--- config.mk ---
export PLATFORM = sky130hd
export DESIGN_NAME = rc_satellite_frame_decoder_flat
export DESIGN_NICKNAME = d
export VERILOG_FILES = /design/src/design/rcsfd_pkg.sv /design/src/design/rcsfd_if.sv /design/src/design/rc_satellite_frame_decoder.sv /design/src/design/rcsfd_frame_asm.sv /design/src/design/rcsfd_layout_tbl.sv /design/src/design/rcsfd_report.sv /design/src/flat_wrapper.sv
export SDC_FILE = /design/constraint.sdc
export NUM_CORES = 1
export LEC_CHECK = 0
export ABC_AREA = 1
export BUFFER_PORTS_ARGS = -buffer_cell sky130_fd_sc_hd__buf_2
export CAP_MARGIN = 20
export CORE_UTILIZATION = 35
export CTS_BUF_LIST = sky130_fd_sc_hd__clkbuf_2 sky130_fd_sc_hd__clkbuf_4 sky130_fd_sc_hd__clkbuf_8
export CTS_CLUSTER_SIZE = 12
export DETAILED_ROUTE_END_ITERATION = 10
export PLACE_DENSITY_LB_ADDON = 0.15
export SYNTH_ARGS = -nofsm -noshare
export SYNTH_HDL_FRONTEND = slang
export SYNTH_SLANG_ARGS = --single-unit
export TNS_END_PERCENT = 10
--- constraint.sdc ---
create_clock -name clk -period 5.6 [get_ports clk]
set_input_delay 0.84 -clock clk [delete_from_list [all_inputs] [get_ports clk]]
set_output_delay 0.84 -clock clk [all_outputs]
set_load 0.01 [all_outputs]
--- src/design/rcsfd_pkg.sv ---
// Shared types and constants for the RC satellite frame decoder.
// No dependencies; every other design file but rcsfd_if.sv imports this package.
package rcsfd_pkg;

	localparam int DATA_BITS    = 11;
	localparam int MASK_BITS    = 16;
	localparam int OUT_CHANNELS = 6;
	localparam int HEADER_BYTES = 2;
	localparam int ADDR_W       = 4;
	localparam int CONF_W       = 8;

	localparam logic [3:0]        UNUSED_CHANNEL = 4'd15;
	localparam logic [CONF_W-1:0] COUNT_SAT      = 8'd255;

	localparam logic [CONF_W-1:0] CONF_MAX_RESET   = 8'd10;
	localparam logic [CONF_W-1:0] CONF_THR_RESET   = 8'd5;
	localparam logic [CONF_W-1:0] FRAMES_RPT_RESET = 8'd2;

	typedef logic [DATA_BITS-1:0] data_t;
	typedef logic [MASK_BITS-1:0] mask_t;
	typedef logic [CONF_W-1:0]    conf_t;

	typedef enum logic [2:0] {
		ST_COMPLETE  = 3'd0,
		ST_TIMEOUT   = 3'd1,
		ST_SHORT     = 3'd2,
		ST_DUPLICATE = 3'd3,
		ST_UNKNOWN   = 3'd4
	} status_t;

	typedef enum logic [1:0] {
		REG_CONF_MAX   = 2'd0,
		REG_CONF_THR   = 2'd1,
		REG_FRAMES_RPT = 2'd2
	} reg_idx_t;

	typedef struct packed {
		conf_t conf_max;
		conf_t conf_thr;
		conf_t frames_rpt;
	} cfg_t;

	typedef struct packed {
		logic       mode;
		logic [7:0] data_byte;
	} item_t;

	// Frame assembler view of the frame in progress.
	typedef struct packed {
		mask_t seen_mask;
		logic  dup;
		logic  full;
	} frame_t;

	// Layout table view for the gap in progress.
	typedef struct packed {
		logic  trusted;
		logic  known;
		mask_t avail_next;
	} layout_t;

	typedef struct packed {
		data_t [OUT_CHANNELS-1:0] chan;
		logic                     link_ok;
		status_t                  status;
	} result_t;

endpackage

--- src/design/rcsfd_if.sv ---
// Request and result channel interfaces of the RC satellite frame decoder.
// No dependencies.
interface rcsfd_rx_if;
	logic       valid;
	logic       ready;
	logic       mode;
	logic [7:0] data_byte;

	modport source(output valid, mode, data_byte, input ready);
	modport sink(input valid, mode, data_byte, output ready);
endinterface

interface rcsfd_report_if;
	logic        valid;
	logic        ready;
	logic [10:0] throttle;
	logic [10:0] roll;
	logic [10:0] pitch;
	logic [10:0] yaw;
	logic [10:0] flap;
	logic [10:0] gear;
	logic        link_ok;
	logic [2:0]  status;

	modport source(output valid, throttle, roll, pitch, yaw, flap, gear, link_ok, status,
		input ready);
	modport sink(input valid, throttle, roll, pitch, yaw, flap, gear, link_ok, status,
		output ready);
endinterface

--- src/design/rc_satellite_frame_decoder.sv ---
// RC satellite serial frame decoder, top level.
// A gap request passes through the input stage register, then the result register.
// Throughput: one request per cycle while results drain; while a result is
// blocked, the input stage holds one request and then refuses further requests.
// Reset: arst_n clears counters, slot table, merged set and valid flags at once;
// no clearing pass is needed.
module rc_satellite_frame_decoder #(
	parameter int LAYOUT_SLOTS = 4,
	parameter int FRAME_BYTES  = 16
) (
	input  logic                           clk,
	input  logic                           arst_n,
	rcsfd_rx_if.sink                       rx,
	rcsfd_report_if.source                 report,
	input  logic                           psel,
	input  logic                           penable,
	input  logic                           pwrite,
	input  logic [rcsfd_pkg::ADDR_W-1:0]   paddr,
	input  logic [31:0]                    pwdata,
	output logic [31:0]                    prdata,
	output logic                           pready
);
	import rcsfd_pkg::*;

	cfg_t    cfg_q;
	logic    item_valid_s1;
	item_t   item_s1;
	logic    fire;
	logic    learn;
	frame_t  frame;
	data_t [OUT_CHANNELS-1:0] staged;
	layout_t lay;
	logic    res_valid;
	result_t res;

	// Configuration registers
	assign pready = 1'b1;

	always_ff @(posedge clk or negedge arst_n) begin
		if (!arst_n) begin
			cfg_q.conf_max   <= CONF_MAX_RESET;
			cfg_q.conf_thr   <= CONF_THR_RESET;
			cfg_q.frames_rpt <= FRAMES_RPT_RESET;
		end else if (psel && penable && pwrite && pready) begin
			unique case (paddr[3:2])
				REG_CONF_MAX:   cfg_q.conf_max   <= pwdata[7:0];
				REG_CONF_THR:   cfg_q.conf_thr   <= pwdata[7:0];
				REG_FRAMES_RPT: cfg_q.frames_rpt <= pwdata[7:0];
				default: ;
			endcase
		end
	end

	always_comb begin
		unique case (paddr[3:2])
			REG_CONF_MAX:   prdata = {24'd0, cfg_q.conf_max};
			REG_CONF_THR:   prdata = {24'd0, cfg_q.conf_thr};
			REG_FRAMES_RPT: prdata = {24'd0, cfg_q.frames_rpt};
			default:        prdata = '0;
		endcase
	end

	// Input stage: advance whenever the result register is free or drains.
	assign fire     = item_valid_s1 && (!res_valid || report.ready);
	assign rx.ready = !item_valid_s1 || fire;

	always_ff @(posedge clk or negedge arst_n) begin
		if (!arst_n) begin
			item_valid_s1 <= 1'b0;
		end else if (rx.ready) begin
			item_valid_s1 <= rx.valid;
		end
	end

	always_ff @(posedge clk) begin
		if (rx.valid && rx.ready) begin
			item_s1.mode      <= rx.mode;
			item_s1.data_byte <= rx.data_byte;
		end
	end

	rcsfd_frame_asm #(
		.FRAME_BYTES(FRAME_BYTES)
	) u_frame_asm (
		.clk    (clk),
		.arst_n (arst_n),
		.fire   (fire),
		.item   (item_s1),
		.frame  (frame),
		.staged (staged)
	);

	assign learn = fire && item_s1.mode && frame.full && !lay.trusted;

	rcsfd_layout_tbl #(
		.LAYOUT_SLOTS(LAYOUT_SLOTS)
	) u_layout_tbl (
		.clk    (clk),
		.arst_n (arst_n),
		.learn  (learn),
		.mask   (frame.seen_mask),
		.cfg    (cfg_q),
		.lay    (lay)
	);

	rcsfd_report u_report (
		.clk        (clk),
		.arst_n     (arst_n),
		.fire       (fire),
		.gap        (item_s1.mode),
		.frame      (frame),
		.staged     (staged),
		.lay        (lay),
		.frames_rpt (cfg_q.frames_rpt),
		.res_ready  (report.ready),
		.res_valid  (res_valid),
		.res        (res)
	);

	assign report.valid    = res_valid;
	assign report.throttle = res.chan[0];
	assign report.roll     = res.chan[1];
	assign report.pitch    = res.chan[2];
	assign report.yaw      = res.chan[3];
	assign report.flap     = res.chan[4];
	assign report.gear     = res.chan[5];
	assign report.link_ok  = res.link_ok;
	assign report.status   = res.status;

endmodule

--- src/design/rcsfd_frame_asm.sv ---
// Frame assembler: counts bytes, pairs them into channel words, stages values.
// Depends on rcsfd_pkg.
module rcsfd_frame_asm #(
	parameter int FRAME_BYTES = 16
) (
	input  logic                                  clk,
	input  logic                                  arst_n,
	input  logic                                  fire,
	input  rcsfd_pkg::item_t                      item,
	output rcsfd_pkg::frame_t                     frame,
	output rcsfd_pkg::data_t [rcsfd_pkg::OUT_CHANNELS-1:0] staged
);
	import rcsfd_pkg::*;

	localparam int CW = $clog2(FRAME_BYTES + 1);

	logic [CW-1:0] count_q;
	logic [7:0]    high_q;
	mask_t         seen_q;
	logic          dup_q;
	data_t         staged_q [OUT_CHANNELS];

	logic       take;
	logic       in_body;
	logic       low_byte;
	logic [3:0] word_ch;
	data_t      word_data;
	logic       used;
	logic       repeat_ch;
	logic       store;

	always_comb begin
		word_ch   = high_q[6:3];
		word_data = {high_q[2:0], item.data_byte};
		take      = fire && !item.mode && (count_q < CW'(FRAME_BYTES));
		in_body   = count_q >= CW'(HEADER_BYTES);
		low_byte  = take && in_body && count_q[0];
		used      = low_byte && (word_ch != UNUSED_CHANNEL);
		repeat_ch = used && seen_q[word_ch];
		store     = used && !seen_q[word_ch];
	end

	always_ff @(posedge clk or negedge arst_n) begin
		if (!arst_n) begin
			count_q <= '0;
			high_q  <= '0;
			seen_q  <= '0;
			dup_q   <= 1'b0;
		end else if (fire && item.mode) begin
			count_q <= '0;
			high_q  <= '0;
			seen_q  <= '0;
			dup_q   <= 1'b0;
		end else if (take) begin
			count_q <= count_q + CW'(1);
			if (in_body && !count_q[0]) begin
				high_q <= item.data_byte;
			end
			if (repeat_ch) begin
				dup_q <= 1'b1;
			end
			if (store) begin
				seen_q[word_ch] <= 1'b1;
			end
		end
	end

	// Only the reported channels need their values kept.
	always_ff @(posedge clk) begin
		for (int i = 0; i < OUT_CHANNELS; i++) begin
			if (store && (word_ch == 4'(i))) begin
				staged_q[i] <= word_data;
			end
		end
	end

	always_comb begin
		frame.seen_mask = seen_q;
		frame.dup       = dup_q;
		frame.full      = (count_q == CW'(FRAME_BYTES));
		for (int i = 0; i < OUT_CHANNELS; i++) begin
			staged[i] = staged_q[i];
		end
	end

endmodule

--- src/design/rcsfd_layout_tbl.sv ---
// Layout slot table: learns channel masks by confidence counting and
// tracks the trusted flag and the available channel mask. Depends on rcsfd_pkg.
module rcsfd_layout_tbl #(
	parameter int LAYOUT_SLOTS = 4
) (
	input  logic               clk,
	input  logic               arst_n,
	input  logic               learn,
	input  rcsfd_pkg::mask_t   mask,
	input  rcsfd_pkg::cfg_t    cfg,
	output rcsfd_pkg::layout_t lay
);
	import rcsfd_pkg::*;

	mask_t layout_q [LAYOUT_SLOTS];
	conf_t conf_q   [LAYOUT_SLOTS];
	logic  trusted_q;
	mask_t avail_q;

	logic [LAYOUT_SLOTS-1:0] match;
	logic [LAYOUT_SLOTS-1:0] inc;
	logic [LAYOUT_SLOTS-1:0] hit;
	logic [LAYOUT_SLOTS-1:0] free;
	logic [LAYOUT_SLOTS-1:0] capture;
	logic [LAYOUT_SLOTS-1:0] evict;
	conf_t                   new_conf [LAYOUT_SLOTS];
	logic                    any_match;
	logic                    any_hit;
	logic                    taken;
	logic                    late_hit;
	mask_t                   avail_add;
	logic                    known;

	always_comb begin
		known = 1'b0;
		for (int i = 0; i < LAYOUT_SLOTS; i++) begin
			match[i]    = (layout_q[i] == mask);
			inc[i]      = match[i] && (conf_q[i] < cfg.conf_max);
			new_conf[i] = inc[i] ? conf_q[i] + conf_t'(1) : conf_q[i];
			hit[i]      = inc[i] && (new_conf[i] == cfg.conf_max);
			free[i]     = (conf_q[i] == '0);
			if (match[i] && (conf_q[i] > cfg.conf_thr)) begin
				known = 1'b1;
			end
		end
		any_match = |match;
		any_hit   = |hit;

		// A slot at or before the last hitting slot has already been bumped
		// when that slot reaches the maximum; a later slot has not.
		avail_add = '0;
		for (int j = 0; j < LAYOUT_SLOTS; j++) begin
			late_hit = |(hit >> j);
			if (any_hit && (late_hit ? (new_conf[j] > cfg.conf_thr)
					: (conf_q[j] > cfg.conf_thr))) begin
				avail_add = avail_add | layout_q[j];
			end
		end

		// Capture the first free slot, else evict every weak slot.
		taken = 1'b0;
		for (int i = 0; i < LAYOUT_SLOTS; i++) begin
			capture[i] = !any_match && free[i] && !taken;
			taken      = taken | free[i];
			evict[i]   = !any_match && !(|free) && (conf_q[i] < cfg.conf_thr);
		end
	end

	always_ff @(posedge clk or negedge arst_n) begin
		if (!arst_n) begin
			for (int i = 0; i < LAYOUT_SLOTS; i++) begin
				layout_q[i] <= '0;
				conf_q[i]   <= '0;
			end
			trusted_q <= 1'b0;
			avail_q   <= '0;
		end else if (learn) begin
			for (int i = 0; i < LAYOUT_SLOTS; i++) begin
				if (any_match) begin
					conf_q[i] <= new_conf[i];
				end else if (capture[i]) begin
					layout_q[i] <= mask;
					conf_q[i]   <= conf_t'(1);
				end else if (evict[i]) begin
					layout_q[i] <= '0;
					conf_q[i]   <= '0;
				end
			end
			if (any_hit) begin
				trusted_q <= 1'b1;
			end
			avail_q <= avail_q | avail_add;
		end
	end

	always_comb begin
		lay.trusted    = trusted_q;
		lay.known      = known;
		lay.avail_next = learn ? (avail_q | avail_add) : avail_q;
	end

endmodule

--- src/design/rcsfd_report.sv ---
// Merge and report unit: merges accepted frames into the channel set, decides
// the status and holds the result register. Depends on rcsfd_pkg.
module rcsfd_report (
	input  logic                                            clk,
	input  logic                                            arst_n,
	input  logic                                            fire,
	input  logic                                            gap,
	input  rcsfd_pkg::frame_t                               frame,
	input  rcsfd_pkg::data_t [rcsfd_pkg::OUT_CHANNELS-1:0]  staged,
	input  rcsfd_pkg::layout_t                              lay,
	input  rcsfd_pkg::conf_t                                frames_rpt,
	input  logic                                            res_ready,
	output logic                                            res_valid,
	output rcsfd_pkg::result_t                              res
);
	import rcsfd_pkg::*;

	data_t   merged_q [OUT_CHANNELS];
	mask_t   mmask_q;
	logic    complete_q;
	conf_t   fcount_q;
	logic    res_valid_q;
	result_t res_q;

	data_t   base_vals [OUT_CHANNELS];
	data_t   vals      [OUT_CHANNELS];
	mask_t   base_mask;
	mask_t   mmask_next;
	conf_t   base_cnt;
	conf_t   cnt_next;
	logic    complete_next;
	logic    report;
	status_t status;
	result_t payload;

	always_comb begin
		// Clear the merged set first when the previous report was complete.
		for (int i = 0; i < OUT_CHANNELS; i++) begin
			base_vals[i] = complete_q ? '0 : merged_q[i];
			vals[i]      = base_vals[i];
		end
		base_mask     = complete_q ? '0 : mmask_q;
		base_cnt      = complete_q ? '0 : fcount_q;
		cnt_next      = (base_cnt != COUNT_SAT) ? base_cnt + conf_t'(1) : base_cnt;
		mmask_next    = base_mask;
		complete_next = 1'b0;
		report        = 1'b1;
		status        = ST_COMPLETE;

		if (!frame.full) begin
			status = ST_SHORT;
		end else if (lay.trusted && !lay.known) begin
			status = ST_UNKNOWN;
		end else if (frame.dup) begin
			status = ST_DUPLICATE;
		end else begin
			for (int i = 0; i < OUT_CHANNELS; i++) begin
				if (frame.seen_mask[i]) begin
					vals[i] = staged[i];
				end
			end
			mmask_next = base_mask | frame.seen_mask;
			if (mmask_next == lay.avail_next) begin
				complete_next = 1'b1;
				status        = ST_COMPLETE;
			end else if (cnt_next > frames_rpt) begin
				status = ST_TIMEOUT;
			end else begin
				report = 1'b0;
			end
		end

		for (int i = 0; i < OUT_CHANNELS; i++) begin
			payload.chan[i] = vals[i];
		end
		payload.link_ok = complete_next;
		payload.status  = status;
	end

	always_ff @(posedge clk or negedge arst_n) begin
		if (!arst_n) begin
			for (int i = 0; i < OUT_CHANNELS; i++) begin
				merged_q[i] <= '0;
			end
			mmask_q     <= '0;
			complete_q  <= 1'b0;
			fcount_q    <= '0;
			res_valid_q <= 1'b0;
		end else begin
			if (fire && gap) begin
				for (int i = 0; i < OUT_CHANNELS; i++) begin
					merged_q[i] <= vals[i];
				end
				mmask_q    <= mmask_next;
				complete_q <= complete_next;
				fcount_q   <= cnt_next;
			end
			if (fire && gap && report) begin
				res_valid_q <= 1'b1;
			end else if (res_ready) begin
				res_valid_q <= 1'b0;
			end
		end
	end

	always_ff @(posedge clk) begin
		if (fire && gap && report) begin
			res_q <= payload;
		end
	end

	assign res_valid = res_valid_q;
	assign res       = res_q;

endmodule

--- src/flat_wrapper.sv ---
// flat-port wrapper written by rule: the top's interface ports become plain ports
module rc_satellite_frame_decoder_flat import rcsfd_pkg::*;
#(
	parameter int LAYOUT_SLOTS = 4,
	parameter int FRAME_BYTES  = 16
)
  (clk, arst_n, psel, penable, pwrite, paddr, pwdata, prdata, pready, rx_valid, rx_mode, rx_data_byte, rx_ready, report_valid, report_throttle, report_roll, report_pitch, report_yaw, report_flap, report_gear, report_link_ok, report_status, report_ready);
  rcsfd_rx_if rx_i ();
  rcsfd_report_if report_i ();
  input  logic clk;
  input  logic arst_n;
  input  logic psel;
  input  logic penable;
  input  logic pwrite;
  input  logic [rcsfd_pkg::ADDR_W-1:0] paddr;
  input  logic [31:0] pwdata;
  output logic [31:0] prdata;
  output logic pready;
  input wire logic [$bits(rx_i.valid)-1:0] rx_valid;
  input wire logic [$bits(rx_i.mode)-1:0] rx_mode;
  input wire logic [$bits(rx_i.data_byte)-1:0] rx_data_byte;
  output wire logic [$bits(rx_i.ready)-1:0] rx_ready;
  output wire logic [$bits(report_i.valid)-1:0] report_valid;
  output wire logic [$bits(report_i.throttle)-1:0] report_throttle;
  output wire logic [$bits(report_i.roll)-1:0] report_roll;
  output wire logic [$bits(report_i.pitch)-1:0] report_pitch;
  output wire logic [$bits(report_i.yaw)-1:0] report_yaw;
  output wire logic [$bits(report_i.flap)-1:0] report_flap;
  output wire logic [$bits(report_i.gear)-1:0] report_gear;
  output wire logic [$bits(report_i.link_ok)-1:0] report_link_ok;
  output wire logic [$bits(report_i.status)-1:0] report_status;
  input wire logic [$bits(report_i.ready)-1:0] report_ready;
  assign rx_i.valid = rx_valid;
  assign rx_i.mode = rx_mode;
  assign rx_i.data_byte = rx_data_byte;
  assign rx_ready = rx_i.ready;
  assign report_valid = report_i.valid;
  assign report_throttle = report_i.throttle;
  assign report_roll = report_i.roll;
  assign report_pitch = report_i.pitch;
  assign report_yaw = report_i.yaw;
  assign report_flap = report_i.flap;
  assign report_gear = report_i.gear;
  assign report_link_ok = report_i.link_ok;
  assign report_status = report_i.status;
  assign report_i.ready = report_ready;
  rc_satellite_frame_decoder #(.LAYOUT_SLOTS(LAYOUT_SLOTS), .FRAME_BYTES(FRAME_BYTES)) u_core (.clk(clk), .arst_n(arst_n), .rx(rx_i), .report(report_i), .psel(psel), .penable(penable), .pwrite(pwrite), .paddr(paddr), .pwdata(pwdata), .prdata(prdata), .pready(pready));
endmodule
==> reports/results.tsv, run 1 <==
stage	metric	value	unit
power_and_ir_drop	p_per_area	345	nW/um^2
cells_and_area	fin_util	41.6	%
die	die_h	254	um
cts	clk_pin_slew	0.06	ns
cells_and_area	synthToLayoutAreaGrowth	17.6	%
grt	antenna_found_initial	5	
critical_path	slowest_stage	dfstp_2	
detailed_routing	drtIter0Drc	1399	
run	cap_violations	0	
die	die_w	254	um
detailed_routing	dr.max_layer_used	met4	
critical_path	path_max_fanout	16	
sta	drv_slew	0	
cts	clk_latency	0.68	ns
critical_path	r2r_slack	0.25	ns
sta	setup-tns-final	0	ns
cts	cts_buffer_depth	3	
logic_synthesis	ys_seq_elements	404	
critical_path	crit_top_cell	nand2_1	
placement	dpl_worst_slack	0.0643	ns
logic_synthesis	ys_seq_area_share	48.7	%
cells_and_area	finalNonFillerCells	3826	
sta	fmax	187	MHz
logic_synthesis	avgSynthCellArea	8.21	um^2
cts	ctsRootBufferMaster	clkbuf_8	
detailed_routing	routedWlPerCell	18.6	um
grt	grt_pass1_wl	107000	um
die	rows	92	
cells_and_area	drive_gt1_share	14.8	%
detailed_routing	routed-wl-met2	32700	um
critical_path	crit_required	5.95	ns
critical_path	worst-setup-path-type	flip-flop to flip-flop	
cts	cts.sinks	404	
detailed_routing	drt-met1-wl	32500	um
detailed_routing	routed_wl	71000	um
sta	min_period_over_period	95.6	%
power_and_ir_drop	irDropWorstVdd	0.000254	V
sta	setup_viol	0	
critical_path	endpoint_kind	flip-flop	
detailed_routing	post-route-drc-count	0	
die	initial_core_util	35.4	%
sta	fin_ws	0.248	ns
cts	cts_tree	yes	
detailed_routing	ant_nets	0	
cells_and_area	final_nets	3083	
grt	grt_max_degree	115	
logic_synthesis	ys_warn_count	0	
min_path	hp-class	input pin to asynchronous set/reset pin	
critical_path	reg2regPathDepth	33	
cts	cts_buffers	74	
detailed_routing	vias	19500	
cells_and_area	final_area	26200	um^2
grt	overflow	0	
logic_synthesis	netlist_area	22300	um^2
sta	worstMarginPinSlew	1.08	ns
power_and_ir_drop	leakage	12.6	nW
cells_and_area	final_cell_mix	nand2_1 (823), inv_1 (273), nand3_1 (263)	
status	outcome	finished, final reports clean	
sta	fin_crit	5.35	ns
placement	numPortBuffers	105	
placement	dpl.cell_count	3671	
placement	dpl_cell_area	24300	um^2
grt	grt_usage	21.6	%
sta	final_hold_viol_count	0	
critical_path	startpoint_type	flip-flop	
detailed_routing	wl_met3	3620	um
logic_synthesis	synthCells	2712	
cts	htreeDepth	3	
cells_and_area	final_common_cell	nand2_1	
placement	globalplace.congestion	0.885	
critical_path	worstSetupEndpoint	u_core.u_report.res[35]	
grt	first_global_vias	18600	
critical_path	timing.rr.end	u_core.u_report.res[35]	
die	fp.coreArea	63000	um^2
detailed_routing	firstDrtPassIters	5	
die	fp.dieArea	64700	um^2
critical_path	r2r-start	u_core.cfg_q[19]	
logic_synthesis	synth.distinct_cells	49	
critical_path	critPathMaxStageDelay	0.53	ns
detailed_routing	viasPerCell	5.08	
critical_path	cp_data_arrival_time	5.70	ns
sta	slew_headroom	27.9	%
die	io_pins	157	
critical_path	critPathLaunch	u_core.cfg_q[19]	
sta	fin_skew	0.0531	ns
placement	place_hpwl	48100	um
## how the worst min path moves through the flow
stage	to	slack, ns	start
global route	u_core.item_s1[7]	0.31	rx_data_byte[7]
CTS	u_core.u_layout_tbl.conf_q[14]	0.29	arst_n
finish	u_core.u_layout_tbl.conf_q[11]	0.27	arst_n
global placement	u_core.u_layout_tbl.avail_q[10]	0.45	u_core.u_layout_tbl.avail_q[10]
detailed placement	u_core.u_layout_tbl.avail_q[10]	0.46	u_core.u_layout_tbl.avail_q[10]
floorplan	u_core.u_layout_tbl.avail_q[10]	0.44	u_core.u_layout_tbl.avail_q[10]
## per-layer routing
| metal | vias up | GRT usage [%] |
|---|---|---|
| li1 | 9356 | - |
| met1 | 9395 | 30.0 |
| met2 | 565 | 34.2 |
| met3 | 137 | 2.94 |
| met4 | 0 | 7.90 |
| met5 | - | 0 |
## cell usage after synthesis (all sizes together)
cell / n / area share, %
dfstp: 5 / 0.59
nor2: 177 / 3.2
a311oi: 1 / 0.039
a221oi: 2 / 0.079
o41ai: 1 / 0.039
nor3b: 1 / 0.034
o211ai: 3 / 0.10
xnor2: 33 / 1.3
dfrtp: 254 / 29
a31oi: 1 / 0.028
clkbuf: 58 / 0.98
and3: 1 / 0.028
nand4: 61 / 1.7
o221a: 1 / 0.051
nor4: 8 / 0.22
clkinv: 5 / 0.090
ha: 110 / 6.2
a211oi: 5 / 0.17
conb: 2 / 0.034
o31ai: 2 / 0.067
edfxtp: 145 / 20
o22ai: 57 / 1.6
inv: 287 / 4.8
or2: 3 / 0.084
xor2: 27 / 1.1
a22o: 2 / 0.079
a21o: 4 / 0.13
mux2i: 4 / 0.18
o21ai: 135 / 3.0
a22oi: 4 / 0.13
nand3b: 11 / 0.37
o221ai: 14 / 0.55
nor3: 12 / 0.27
o21a: 8 / 0.27
a21oi: 91 / 2.1
nand3: 264 / 5.9
nand2: 842 / 14
buf: 71 / 2.1
## flip-flops by register name, summed over array words and instances (netlist names), 5 cells and up
register	count
u_core.cfg_q	24
u_core.item_s1	9
u_core.u_frame_asm.count_q	5
u_core.u_frame_asm.high_q	7
u_core.u_frame_asm.seen_q	16
u_core.u_frame_asm.staged_q	66
u_core.u_layout_tbl.avail_q	16
u_core.u_layout_tbl.conf_q	32
u_core.u_layout_tbl.layout_q	64
u_core.u_report.fcount_q	8
u_core.u_report.merged_q	66
u_core.u_report.mmask_q	16
u_core.u_report.res	70
## area by class of cell
type,count,area [um^2]
antenna,1,2.50
clock buffer,109,1360
clock inverter,25,163
fill,6308,36800
inverter,292,1100
multi-input combinational,1911,9910
sequential,404,10800
tap,846,1060
timing repair buffer,238,1760
## worst max-delay path, delay by kind of cell (launching register included)
family | cells | cell delay [ns]
adder cells (fa/ha/maj) | 2 | 0.55
buffers and inverters | 8 | 1.15
AND/OR/NAND/NOR | 21 | 2.21
AO/OA/AOI/OAI | 2 | 0.56
flip-flops | 1 | 0.53
## report_power, final
group	total [mW]	switching, mW	internal, mW
Clock	2.94	1.36	1.58
Sequential	3.51	0.234	3.28
Combinational	2.60	1.68	0.919
Total	9.04	3.27	5.77
## through the flow
step | power (mW) | hold slack, ns
2_1_floorplan | 5.12 | 0.440
3_3_place_gp | 5.96 | 0.450
3_5_place_dp | 6.01 | 0.458
4_1_cts | 8.98 | 0.288
5_1_grt | 9.57 | 0.308
6_report | 9.04 | 0.267
## cell families (layout without fill, tap and decap cells)
family,Yosys count,count (layout),share of synthesized area [%]
AOI/OAI and AO/OA,331,331,8.47
and+or+nand+nor,1380,1381,26.1
xor gates and xnor gates,60,60,2.36
DFF,404,404,48.7
muxes,4,4,0.180
adders and majority gates,110,110,6.18
buffers and inverters,421,664,8.03
other,2,26,0.0337
## what timing repair did
item | in CTS | in global routing
buffers inserted | 0 | 12
gates resized for setup | 0 | 43
hold buffers | 0 | 0
setup endpoints to repair | 0 | 72
Note: power is estimated with default switching activity, not from simulation.
==> run 2, diff against run 1 <==
--- a/config.mk
+++ b/config.mk
@@ -8,8 +8,10 @@
 export ABC_AREA = 1
 export BUFFER_PORTS_ARGS = -buffer_cell sky130_fd_sc_hd__buf_2
 export CAP_MARGIN = 20
-export CORE_UTILIZATION = 35
-export CTS_BUF_LIST = sky130_fd_sc_hd__clkbuf_2 sky130_fd_sc_hd__clkbuf_4 sky130_fd_sc_hd__clkbuf_8
+export CELL_PAD_IN_SITES_DETAIL_PLACEMENT = 1
+export CELL_PAD_IN_SITES_GLOBAL_PLACEMENT = 2
+export CORE_UTILIZATION = 33
+export CTS_BUF_LIST = sky130_fd_sc_hd__clkbuf_8 sky130_fd_sc_hd__clkbuf_16
 export CTS_CLUSTER_SIZE = 12
 export DETAILED_ROUTE_END_ITERATION = 10
 export PLACE_DENSITY_LB_ADDON = 0.15
==> reports/results.tsv, run 2 (synthesis gave the netlist of run 1 again) <==
stage	metric	value	unit	change
detailed_routing	post-route-drc-count	0		unchanged
grt	grt_max_degree	87		was 115
sta	fin_skew	0.0640	ns	was 0.0531 ns
critical_path	worst-setup-path-type	flip-flop to flip-flop		unchanged
cts	cts_buffers	49		was 74
sta	drv_slew	0		unchanged
critical_path	reg2regPathDepth	31		was 33
cells_and_area	final_area	26700	um^2	was 26200 um^2
cts	htreeDepth	2		was 3
sta	min_period_over_period	95.6	%	about the same
grt	grt_pass1_wl	121000	um	was 107000 um
cells_and_area	drive_gt1_share	14.8	%	about the same
critical_path	crit_required	5.94	ns	was 5.95 ns
cts	ctsRootBufferMaster	clkbuf_16		was clkbuf_8
cts	cts_buffer_depth	3		unchanged
critical_path	crit_top_cell	nand2_2		was nand2_1
grt	overflow	0		unchanged
critical_path	critPathMaxStageDelay	0.55	ns	was 0.53 ns
placement	dpl_cell_area	24500	um^2	was 24300 um^2
critical_path	startpoint_type	flip-flop		unchanged
cts	cts_tree	yes		unchanged
detailed_routing	viasPerCell	5.11		was 5.08
sta	worstMarginPinSlew	1.12	ns	was 1.08 ns
placement	numPortBuffers	105		unchanged
detailed_routing	drtIter0Drc	949		was 1399
power_and_ir_drop	p_total	9.53	mW	was 9.04 mW
critical_path	cp_data_arrival_time	5.70	ns	about the same
grt	grt_usage	23.1	%	was 21.6%
sta	setup_viol	0		unchanged
min_path	hp-class	input pin to asynchronous set/reset pin		unchanged
die	die_h	262	um	was 254 um
die	rows	94		was 92
sta	fin_ws	0.244	ns	was 0.248 ns
placement	place_hpwl	56100	um	was 48100 um
power_and_ir_drop	leakage	12.8	nW	was 12.6 nW
grt	first_global_vias	20100		was 18600
cells_and_area	largest_reg_flops	70		unchanged
sta	slew_headroom	25.1	%	was 27.9%
grt	antenna_found_initial	0		was 5
cts	holdBufCountCts	0		unchanged
cts	cts.sinks	404		unchanged
detailed_routing	firstDrtPassIters	5		unchanged
sta	final_hold_viol_count	0		unchanged
status	outcome	finished, final reports clean		unchanged
cts	clk_pin_slew	0.06	ns	about the same
die	initial_core_util	33.6	%	was 35.4%
cells_and_area	fill_cells	7842		was 6308
cells_and_area	final_cell_mix	nand2_1 (817), inv_1 (283), nand3_1 (259)		was nand2_1 (823), inv_1 (273), nand3_1 (263)
power_and_ir_drop	irDropWorstVdd	0.000233	V	was 0.000254 V
placement	dpl_worst_slack	0.00708	ns	was 0.0643 ns
cells_and_area	fin_util	40.3	%	was 41.6%
sta	fin_crit	5.36	ns	was 5.35 ns
placement	globalplace.congestion	0.848		was 0.885
detailed_routing	routedWlPerCell	20.7	um	was 18.6 um
detailed_routing	vias	19600		was 19500
sta	fmax	187	MHz	about the same
die	fp.dieArea	68500	um^2	was 64700 um^2
die	io_pins	157		unchanged
power_and_ir_drop	p_per_area	357	nW/um^2	was 345 nW/um^2
die	die_w	262	um	was 254 um
detailed_routing	ant_nets	0		unchanged
critical_path	endpoint_kind	flip-flop		unchanged
critical_path	path_max_fanout	16		unchanged
cells_and_area	synthToLayoutAreaGrowth	19.9	%	was 17.6%
die	fp.coreArea	66200	um^2	was 63000 um^2
cells_and_area	n_antenna_cell	0		was 1
detailed_routing	routed_wl	79200	um	was 71000 um
cts	clk_latency	0.63	ns	was 0.68 ns
sta	hold_slack	0.166	ns	was 0.267 ns
critical_path	slowest_stage	dfstp_2		unchanged
cells_and_area	final_nets	3089		was 3083
cells_and_area	final_common_cell	nand2_1		unchanged
run	cap_violations	0		unchanged
## run 2: cell type report
cell class / instances / area, um^2 / share of cell area [%]
clock inverters: 37 / 333 / 1.25
repair buffers: 270 / 2040 / 7.64
clock buffers: 55 / 1310 / 4.90
well taps: 864 / 1080 / 4.05
multi-input cells: 1910 / 9980 / 37.4
inverters: 292 / 1110 / 4.15
flip-flops and latches: 404 / 10800 / 40.6
## run 2: power by group
group	switching, mW	internal (mW)	total, mW
Combinational	1.78	0.998	2.78
Clock	1.37	1.87	3.24
Sequential	0.237	3.27	3.51
Total	3.39	6.14	9.53
## run 2: worst max-delay path, delay by kind of cell, from the launching register on
kind | cells | cell delay, ns
flip-flops | 1 | 0.55
AO/OA/AOI/OAI | 3 | 0.64
AND/OR/NAND/NOR | 17 | 1.79
adder cells (fa/ha/maj) | 2 | 0.62
buffers and inverters | 9 | 1.46
## run 2: per-stage QoR
step	TNS, ns	std cells
6_report	0	3832
5_1_grt	-6.60	3832
4_1_cts	0	3807
3_5_place_dp	0	3715
3_3_place_gp	0	3715
2_1_floorplan	0	2735
## run 2: path summary, 6_finish.rpt
path	slack, ns	start	end
setup / recovery	0.24	u_core.cfg_q[19]	u_core.u_report.res[5]
hold / removal	0.17	arst_n	u_core.u_report.merged_q[5]
setup reg to reg	0.24	u_core.cfg_q[19]	u_core.u_report.res[5]
hold reg to reg	0.47	u_core.u_layout_tbl.avail_q[11]	u_core.u_layout_tbl.avail_q[11]
max in group asynchronous	4.00	arst_n	u_core.u_layout_tbl.conf_q[7]
min in group clk	0.40	rx_data_byte[1]	u_core.item_s1[1]
## run 2: timing repair
action                                  in CTS  in global routing
setup buffers                                0                 17
gates resized for setup                      0                 62
endpoints found under the setup margin       0                 70
## run 2: layer usage
metal	GRT usage, %	routed length [um]
met1	31.9	37100
met2	37.9	37200
met3	3.32	2980
met4	6.22	1940
met5	0	0
